===== config.mk =====
export PLATFORM = sky130hd
export DESIGN_NAME = tlb_compacting_cam
export DESIGN_NICKNAME = d
export VERILOG_FILES = /design/src/hdl/tlbcc_pkg.sv /design/src/hdl/tlb_compacting_cam.sv /design/src/hdl/tlbcc_cell.sv
export SDC_FILE = /design/constraint.sdc
export NUM_CORES = 2
export LEC_CHECK = 0
export BUFFER_PORTS_ARGS = -buffer_cell sky130_fd_sc_hd__buf_4
export CELL_PAD_IN_SITES_DETAIL_PLACEMENT = 1
export CELL_PAD_IN_SITES_GLOBAL_PLACEMENT = 1
export CORE_MARGIN = 5
export CORE_UTILIZATION = 45
export DETAILED_ROUTE_END_ITERATION = 10
export GPL_TIMING_DRIVEN = 1
export PLACE_DENSITY_LB_ADDON = 0.1
export SLEW_MARGIN = 20
export SYNTH_ARGS = -nofsm -noshare
export SYNTH_HDL_FRONTEND = slang
export SYNTH_SLANG_ARGS = --single-unit

===== constraint.sdc =====
create_clock -name i_clk -period 14.65 [get_ports i_clk]
set_clock_uncertainty 0.05 [all_clocks]
set_input_delay 2.93 -clock i_clk [delete_from_list [all_inputs] [get_ports i_clk]]
set_output_delay 2.93 -clock i_clk [all_outputs]
set_load 0.05 [all_outputs]

===== src/hdl/tlbcc_pkg.sv =====
// Shared types, operation codes and widths for the compacting translation buffer.
package tlbcc_pkg;

    // Field widths of the beats
    localparam int OPCODE_W = 2;
    localparam int PAGE_W   = 32;
    localparam int FRAME_W  = 16;
    localparam int STATUS_W = 2;
    localparam int COUNT_W  = 5;

    // Defaults for the top-level parameters
    localparam int DEF_MAX_ENTRIES = 16;
    localparam int DEF_FRAME_BITS  = 16;

    // Capacity register reset value
    localparam logic [COUNT_W-1:0] CAP_RESET = 5'd16;

    // Operation codes
    localparam logic [OPCODE_W-1:0] OP_LOOKUP = 2'd0;
    localparam logic [OPCODE_W-1:0] OP_INSERT = 2'd1;
    localparam logic [OPCODE_W-1:0] OP_DELETE = 2'd2;

    // Result status codes
    localparam logic [STATUS_W-1:0] ST_DONE = 2'd0;
    localparam logic [STATUS_W-1:0] ST_FULL = 2'd1;
    localparam logic [STATUS_W-1:0] ST_MISS = 2'd2;

    // Per-cell control from the sequencer
    typedef struct packed {
        logic live;      // cell index is below the entry count
        logic load;      // cell takes the new pair of an insert
        logic compact;   // a delete hit: cells at or past the match take the neighbor
    } t_cell_ctl;

endpackage


===== src/hdl/tlb_compacting_cam.sv =====
// Top level of the compacting fully associative translation buffer.
// Usage:
//   Input channel (i_in_valid / o_in_ready) carries one operation per beat:
//   lookup, insert or delete of a page, with a frame for inserts.
//   Output channel (o_out_valid / i_out_ready) returns one result beat per
//   operation: hit, frame, status, entry count and full flag.
//   i_cfg_we / i_cfg_data set the capacity limit (values above the table
//   size act as the table size); write it only while the block is idle.
// Timing:
//   An operation accepted at one edge has its result on the output register
//   after that edge. All cells compare in parallel and a
//   delete shifts the later cells down in the same cycle, so one operation
//   per cycle is sustained while the receiver takes results.
//   When the receiver stalls, the held result blocks the next operation until
//   it is taken; o_in_ready is high when the output register is empty or
//   being emptied.
// Reset: entry count cleared, capacity back to 16, output empty. Entry
//   contents are not cleared; entries past the count are never matched.
module tlb_compacting_cam
    import tlbcc_pkg::*;
#(
    parameter int MAX_ENTRIES = DEF_MAX_ENTRIES,
    parameter int FRAME_BITS  = DEF_FRAME_BITS
) (
    input  logic                i_clk,
    input  logic                i_rst_n,
    input  logic                i_cfg_we,
    input  logic [COUNT_W-1:0]  i_cfg_data,
    input  logic                i_in_valid,
    output logic                o_in_ready,
    input  logic [OPCODE_W-1:0] i_opcode,
    input  logic [PAGE_W-1:0]   i_page,
    input  logic [FRAME_W-1:0]  i_frame_in,
    output logic                o_out_valid,
    input  logic                i_out_ready,
    output logic                o_hit,
    output logic [FRAME_W-1:0]  o_frame_out,
    output logic [STATUS_W-1:0] o_status,
    output logic [COUNT_W-1:0]  o_entry_count,
    output logic                o_is_full
);

    localparam int SW = (FRAME_BITS < FRAME_W) ? FRAME_BITS : FRAME_W;
    localparam int IW = $clog2(MAX_ENTRIES) + 1;
    localparam int LW = (IW > COUNT_W) ? IW : COUNT_W;

    logic                r_out_valid;
    logic                r_hit;
    logic [SW-1:0]       r_frame;
    logic [STATUS_W-1:0] r_status;
    logic [COUNT_W-1:0]  r_count_out;
    logic                r_full;
    logic [COUNT_W-1:0]  r_cap_cfg;
    logic [COUNT_W-1:0]  r_count;
    logic [COUNT_W-1:0]  n_count;

    logic                accept;
    logic [LW-1:0]       cap;
    logic                at_cap;
    logic                hit_any;
    logic                do_insert;
    logic                do_delete;
    logic [SW-1:0]       new_frame;
    logic [STATUS_W-1:0] status;
    logic                res_hit;

    t_cell_ctl           cell_ctl   [MAX_ENTRIES];
    logic [PAGE_W-1:0]   cell_page  [MAX_ENTRIES];
    logic [SW-1:0]       cell_frame [MAX_ENTRIES];
    logic                found      [MAX_ENTRIES+1];
    logic [SW-1:0]       fchain     [MAX_ENTRIES+1];

    assign o_in_ready = !r_out_valid || i_out_ready;
    assign accept     = i_in_valid && o_in_ready;
    assign new_frame  = i_frame_in[SW-1:0];

    // Effective capacity: saturate the register to the table size
    assign cap = (LW'(r_cap_cfg) > LW'(MAX_ENTRIES)) ? LW'(MAX_ENTRIES) : LW'(r_cap_cfg);
    assign at_cap = LW'(r_count) >= cap;

    assign hit_any   = found[MAX_ENTRIES];
    assign do_insert = accept && (i_opcode == OP_INSERT) && !at_cap;
    assign do_delete = accept && (i_opcode == OP_DELETE) && hit_any;

    // Row of cells
    assign found[0]  = 1'b0;
    assign fchain[0] = '0;

    for (genvar g = 0; g < MAX_ENTRIES; g++) begin : g_cell
        assign cell_ctl[g].live    = LW'(g) < LW'(r_count);
        assign cell_ctl[g].load    = do_insert && (LW'(g) == LW'(r_count));
        assign cell_ctl[g].compact = do_delete;

        tlbcc_cell #(
            .SW (SW)
        ) u_cell (
            .i_clk         (i_clk),
            .i_ctl         (cell_ctl[g]),
            .i_key         (i_page),
            .i_new_frame   (new_frame),
            .i_next_page   (cell_page[(g + 1 < MAX_ENTRIES) ? g + 1 : g]),
            .i_next_frame  (cell_frame[(g + 1 < MAX_ENTRIES) ? g + 1 : g]),
            .i_found       (found[g]),
            .i_frame_chain (fchain[g]),
            .o_page        (cell_page[g]),
            .o_frame       (cell_frame[g]),
            .o_found       (found[g+1]),
            .o_frame_chain (fchain[g+1])
        );
    end

    // Result status and next count
    always_comb begin
        n_count = r_count;
        status  = ST_DONE;
        res_hit = 1'b0;
        unique case (i_opcode)
            OP_LOOKUP: begin
                res_hit = hit_any;
                status  = hit_any ? ST_DONE : ST_MISS;
            end
            OP_INSERT: begin
                if (at_cap) begin
                    status = ST_FULL;
                end else begin
                    n_count = r_count + 1'b1;
                end
            end
            OP_DELETE: begin
                res_hit = hit_any;
                if (hit_any) begin
                    n_count = r_count - 1'b1;
                end else begin
                    status = ST_MISS;
                end
            end
            default: begin
                n_count = r_count;
            end
        endcase
    end

    // Control registers
    always_ff @(posedge i_clk) begin
        if (!i_rst_n) begin
            r_out_valid <= 1'b0;
            r_count     <= '0;
            r_cap_cfg   <= CAP_RESET;
        end else begin
            if (i_cfg_we) begin
                r_cap_cfg <= i_cfg_data;
            end
            if (accept) begin
                r_out_valid <= 1'b1;
                r_count     <= n_count;
            end else if (i_out_ready) begin
                r_out_valid <= 1'b0;
            end
        end
    end

    // Result beat register
    always_ff @(posedge i_clk) begin
        if (accept) begin
            r_hit       <= res_hit;
            r_frame     <= (i_opcode == OP_LOOKUP) ? fchain[MAX_ENTRIES] : '0;
            r_status    <= status;
            r_count_out <= n_count;
            r_full      <= LW'(n_count) >= cap;
        end
    end

    assign o_out_valid   = r_out_valid;
    assign o_hit         = r_hit;
    assign o_frame_out   = FRAME_W'(r_frame);
    assign o_status      = r_status;
    assign o_entry_count = r_count_out;
    assign o_is_full     = r_full;

endmodule


===== src/hdl/tlbcc_cell.sv =====
// One entry of the buffer: holds a page/frame pair, compares and shifts down.
module tlbcc_cell
    import tlbcc_pkg::*;
#(
    parameter int SW = DEF_FRAME_BITS
) (
    input  logic              i_clk,
    input  t_cell_ctl         i_ctl,
    input  logic [PAGE_W-1:0] i_key,
    input  logic [SW-1:0]     i_new_frame,
    input  logic [PAGE_W-1:0] i_next_page,
    input  logic [SW-1:0]     i_next_frame,
    input  logic              i_found,
    input  logic [SW-1:0]     i_frame_chain,
    output logic [PAGE_W-1:0] o_page,
    output logic [SW-1:0]     o_frame,
    output logic              o_found,
    output logic [SW-1:0]     o_frame_chain
);

    logic [PAGE_W-1:0] r_page;
    logic [SW-1:0]     r_frame;
    logic              match;
    logic              first;

    // Compare and pass the first-match result along the row
    assign match         = i_ctl.live && (r_page == i_key);
    assign first         = match && !i_found;
    assign o_found       = i_found || match;
    assign o_frame_chain = first ? (i_frame_chain | r_frame) : i_frame_chain;

    assign o_page  = r_page;
    assign o_frame = r_frame;

    // Entry storage: insert load or compaction shift
    always_ff @(posedge i_clk) begin
        if (i_ctl.load) begin
            r_page  <= i_key;
            r_frame <= i_new_frame;
        end else if (i_ctl.compact && o_found) begin
            r_page  <= i_next_page;
            r_frame <= i_next_frame;
        end
    end

endmodule

=== Word level (Yosys, flattened, before mapping) ===
Cells that the tools add are included.

* Order comparisons: 19
* Divide/modulo/power cells: 0
* Shifts and indexed selects: 0
* Equality and inequality tests: 33
* Reduce and logical (&&, ||, !) cells: 119
* Bitwise operators: 15
* Multipliers: 0
* Add/sub/neg operators: 2
* Muxes and demuxes: 85

{| class="wikitable"
|+ Operators with widths
! kind !! number
|-
| 2-to-1 mux 32 bit || 30
|-
| 2-to-1 mux 16 bit || 46
|-
| equality test 32 bit || 16
|-
| bitwise OR 16 bit || 15
|-
| logical AND 1 bit || 67
|-
| equality test 4 x 5 -> 1 bit (first input constant) || 8
|-
| < comparator 4 x 5 -> 1 bit (first input constant) || 8
|-
| nonzero test 2 bit || 16
|-
| equality test 3 x 5 -> 1 bit (first input constant) || 4
|-
| < comparator 3 x 5 -> 1 bit (first input constant) || 4
|-
| zero test 1 bit || 17
|-
| logical OR 1 bit || 16
|-
| 2-to-1 mux 5 bit || 3
|-
| equality test 2 x 5 -> 1 bit (first input constant) || 2
|-
| greater-or-equal comparator 5 bit || 2
|-
| < comparator 1 x 5 -> 1 bit (first input constant) || 2
|-
| < comparator 2 x 5 -> 1 bit (first input constant) || 2
|-
| case mux 5 bit (2 select lines) || 1
|-
| adder 5 x 1 -> 5 bit (second input constant) || 1
|-
| equality test 1 x 5 -> 1 bit (first input constant) || 1
|-
| greater-than comparator 5 bit (second input constant) || 1
|-
| zero test 5 bit || 1
|-
| subtractor 5 x 1 -> 5 bit (second input constant) || 1
|-
| case mux 2 bit (2 select lines) || 1
|-
| other kinds (6) || 8
|}

* Memory bits (read-only): 0
* Memories: 0
* Latch bits: 0
* Logic and storage cells: 313
* Output and inout port bits: 27
* RAM bits: 0
* Flip-flop bits (word level): 804

=== Logic depth before layout (Yosys ltp) ===
* Depth in word-level cells: 33
* Gate-level depth with buffers: 21
* Gate-level depth less buffers: 18

=== Cells and area by module ===
Synthesis repeated with hierarchy kept, for this count alone.

* Cell total of the unflattened synthesis: 3,558
* Area total of the unflattened synthesis: 46,473.3 um^2

{| class="wikitable"
|+ By module, submodules not included
! module !! times used !! cells an instance !! area each (um^2)
|-
| tlbcc_cell || 16 || 207 || 2,761.4
|-
| tlb_compacting_cam || 1 || 246 || 2,290.9
|}

=== Least setup slack after synthesis ===
Ideal clock, no wire load.

* Path type: input port to flip-flop
* From: input i_out_ready
* To: register g_cell[15].u_cell.r_frame[0] (enable)
* Library setup time: 0.574 ns
* Stages on the path: 5
* Arrival time: 8.482 ns
* Slack: 5.544 ns
* Cells stage by stage: nand2b_1 > nand2_1 > clkinv_1 > nand3_1 > nor4_1

{| class="wikitable"
|+ RTL lines
! element !! line !! text
|-
| from (decl) || tlb_compacting_cam.sv:35 || <nowiki>input logic i_out_ready,</nowiki>
|-
| to (signal assigned) || tlbcc_cell.sv:39 || <nowiki>r_frame <= i_new_frame;</nowiki>
|-
| to (signal assigned) || tlbcc_cell.sv:42 || <nowiki>r_frame <= i_next_frame;</nowiki>
|-
| to (decl) || tlbcc_cell.sv:22 || <nowiki>logic [SW-1:0] r_frame;</nowiki>
|}

=== Final worst setup path ===
* From: input i_page[7]
* To: register r_full (netlist: o_is_full), data pin

* Longest elaborated chain between the ends: 20
* Elaborated cells between the ends (all ways): 50

{| class="wikitable"
|+ Ends and longest elaborated chain
! element !! line !! text
|-
| from (decl) || tlb_compacting_cam.sv:32 || <nowiki>input logic [PAGE_W-1:0] i_page,</nowiki>
|-
| equality test 32 bit || tlbcc_cell.sv:27 || <nowiki>assign match = i_ctl.live && (r_page == i_key);</nowiki>
|-
| logical AND 1 bit || tlbcc_cell.sv:27 ||
|-
| logical OR 1 bit (14 in a row) || tlbcc_cell.sv:29 || <nowiki>assign o_found = i_found || match;</nowiki>
|-
| logical OR 1 bit (*) || tlbcc_cell.sv:29 ||
|-
| 2-to-1 mux 5 bit (*) || tlb_compacting_cam.sv:131 || <nowiki>if (hit_any) begin</nowiki>
|-
| case mux 5 bit (2 select lines) (*) || tlb_compacting_cam.sv:117 || <nowiki>unique case (i_opcode)</nowiki>
|-
| greater-or-equal comparator 5 bit (*) || tlb_compacting_cam.sv:169 || <nowiki>r_full <= LW'(n_count) >= cap;</nowiki>
|-
| to (signal assigned) || tlb_compacting_cam.sv:169 ||
|-
| to (decl) || tlb_compacting_cam.sv:52 || <nowiki>logic r_full;</nowiki>
|}

Every way passes the cells marked *; elsewhere a longest branch is shown, timed or not.
A chain may end at the register's enable or synchronous reset.

==> results.cfg <==
[synth]
avgSynthCellArea_sq_um = 14.1
ys_types = 68
yosys_warnings = 0
ys.flop_type = edfxtp_1
syn_area_sq_um = 42500
synth_cells = 3011
synthArstFlopShare = 0
syn-num-nets = 3090
ys_ff_latch = 804
synth_edf_count = 793
ys_seq_area_frac = 0.565

[sta]
max-slew-margin-rel = 0.228
finalSetupViolations = 0
setup_slack_ps = 6900
fin_crit_sh = 0.529
period_minus_slack_ps = 7750
worstMarginPinSlew_ps = 1150
fmax_mhz = 129
timing.setup.tns_ps = 0
hold_violations = 0
rsz0062_at_grt = no
slew_violations = 0

[pwr]
p_comb_frac = 0.051
swShare = 0.231
p_leak_nw = 15.4
power_frac_seq = 0.494
p_sw_mw = 1.18
clockPowerShare = 0.455
power.density_nw_per_um2 = 108
vdd_drop_max_mv = 0.0923
p_int_mw = 3.91

[min_path]
whs_path_depth = 2
hp-class = flip-flop to flip-flop

[placed_design]
portBuffers = 86
pre_cts_slack_ps = 6250
gp_congestion = 0.875
dp_hpwl_mm = 92.4

[final_layout]
regArea_sq_um = 24000
final_common_cell = edfxtp_1
final_layout_size_suffix_gt1_frac = 0.348
fin_nets = 3053
multi_input_area_sq_um = 17400
n_fill_cell = 9197
final_cell_mix = 793 x edfxtp_1, 720 x mux2_2, 362 x xor2_1
syn2layout_area_growth_pct = 10.7

[die]
die_y_um = 317
chipWidth_um = 317
num_rows = 112
initial_utilization = 0.454
die_area_sq_um = 101000
pin_count = 87
core-area_sq_um = 93600

[detailed_routing]
drtIter0Drc = 2298
num_vias = 26300
vias_per_cell = 6.11
drc = 0
drt_first_pass_iters = 6
drt-wirelength-per-cell_um = 32.1
ant_nets = 0
wl_mm = 138

[critical_path]
crit_start = i_page[7]
worstReg2RegStart = r_count[4]$_SDFFE_PN0P_
worstSetupStartpointType = input port
rrSetupSlack_ps = 8820
critPathRequiredTime_ps = 15020
critical_path.endpoint = o_is_full$_DFFE_PP_
cp-end-kind = flip-flop
r2r-end = o_is_full$_DFFE_PP_
r2r_cells = 17
critPathKind = input port to flip-flop
cp_max_fo = 32
arrival_ps = 8110

[clocking]
cts_buffer_depth = 3
cts_hold_buf = 0
post_cts_buffers = 0
cts.sinks = 804
clkTransAtPathRegs_ps = 60
post_cts_resize_count = 0
cts_buffers = 94
cts_tree = done
root_buffer = clkbuf_16
h-tree-depth = 3
clk_latency_ps = 670

[grt]
grt_pass1_wl_mm = 200
gr-total-overflow = 0
antenna_found_initial = 2
grt_max_degree = 50
grt_pass1_vias = 27400
grt_usage = 0.265

[run]
drv_cap = 0

[run_status]
status = finished, final reports clean
==> worst max-delay path: stages <==
cell,delay (ps)
buf_4,500
xnor2_1,200
nand4_1,150
a21oi_1,70
and3_1,520
a2111oi_1,1050
buf_4,260
nand4_1,430
o221ai_1,520
nor2_1,100
or2_2,310
ha_1,280
nand2b_1,140
a21o_1,180
a21oi_1,140
nor2b_1,60
o21ai_0,140
nand2b_1,70
==> flip-flops by register name (all words and copies together) (netlist names) <==
register               count
r_count                    5
o_is_full                  1
o_hit                      1
o_status                   2
o_out_valid                1
g_cell.u_cell.o_frame    256
o_frame_out               16
g_cell.u_cell.o_page     512
o_entry_count              5
r_cap_cfg                  5
==> per-stage QoR <==
stage / instance area [sq um] / total power, mW / cells / utilization / hold slack (ps)
2_1_floorplan: 42500 / 2.73 / 3011 / - / 424
3_5_place_dp: 44100 / 2.82 / 4132 / 0.471 / 464
5_1_grt: 47100 / 5.24 / 4304 / 0.503 / 519
6_report: 47100 / 5.09 / 4306 / 0.503 / 473
4_1_cts: 47100 / 5.12 / 4303 / 0.503 / 481
3_3_place_gp: 44100 / 2.82 / 4130 / 0.471 / 442
==> cells by family after synthesis <==
logic type	Yosys count	synth area share
simple gates	429	0.0565
flops	804	0.565
buf+inv	294	0.0335
mux	725	0.192
compound gates	227	0.0419
xor+xnor	513	0.106
fa+ha+maj	19	0.00559
==> how the worst min path moves through the flow <==
stage | to | slack (ps) | startpoint
3_3_place_gp | r_cap_cfg[0]$_SDFFE_PN0P_ | 440 | r_cap_cfg[0]$_SDFFE_PN0P_
6_report | r_cap_cfg[0]$_SDFFE_PN0P_ | 470 | r_cap_cfg[0]$_SDFFE_PN0P_
3_5_place_dp | r_cap_cfg[0]$_SDFFE_PN0P_ | 460 | r_cap_cfg[0]$_SDFFE_PN0P_
5_1_grt | r_cap_cfg[0]$_SDFFE_PN0P_ | 520 | r_cap_cfg[0]$_SDFFE_PN0P_
4_1_cts | r_cap_cfg[0]$_SDFFE_PN0P_ | 480 | r_cap_cfg[0]$_SDFFE_PN0P_
2_1_floorplan | r_cap_cfg[0]$_SDFFE_PN0P_ | 420 | r_cap_cfg[0]$_SDFFE_PN0P_
==> Yosys cell counts, drive strengths merged (17+ instances only) <==
cell type,count,share of area
nand2,68,0.0060
nand3,43,0.0051
xnor2,151,0.031
clkbuf,144,0.013
a31oi,18,0.0026
nor2,47,0.0043
nor4,99,0.015
a221o,17,0.0040
a21oi,30,0.0036
nand4,99,0.015
mux2,720,0.19
edfxtp,793,0.56
a211oi,22,0.0041
xor2,362,0.075
nor3,25,0.0034
o211ai,17,0.0030
ha,19,0.0056
buf,136,0.020
==> power by group through the flow <==
stage	registers (mW)	clock network (mW)	logic (mW)
floorplan	2.57	0	0.153
global placement	2.56	0	0.255
detailed placement	2.56	0	0.258
CTS	2.51	2.35	0.260
global route	2.51	2.45	0.273
finish	2.51	2.31	0.260
==> area by class of cell <==
| type | count | share of cell area |
|---|---|---|
| tap | 1254 | 0.0333 |
| clock buffer | 120 | 0.0532 |
| antenna | 3 | 0.000159 |
| timing repair buffer | 147 | 0.0235 |
| inverter | 14 | 0.00112 |
| clock inverter | 51 | 0.00938 |
| sequential | 804 | 0.511 |
| multi-input combinational | 1913 | 0.369 |
==> metal layers <==
| metal | GRT usage | up-vias | share of wire |
|---|---|---|---|
| met5 | 0 | - | 0 |
| met4 | 0.0860 | 0 | 0.036 |
| met1 | 0.369 | 13900 | 0.44 |
| li1 | - | 11400 | - |
| met2 | 0.435 | 833 | 0.48 |
| met3 | 0.0322 | 217 | 0.046 |
No activity file was read; power rests on OpenSTA's default activity.
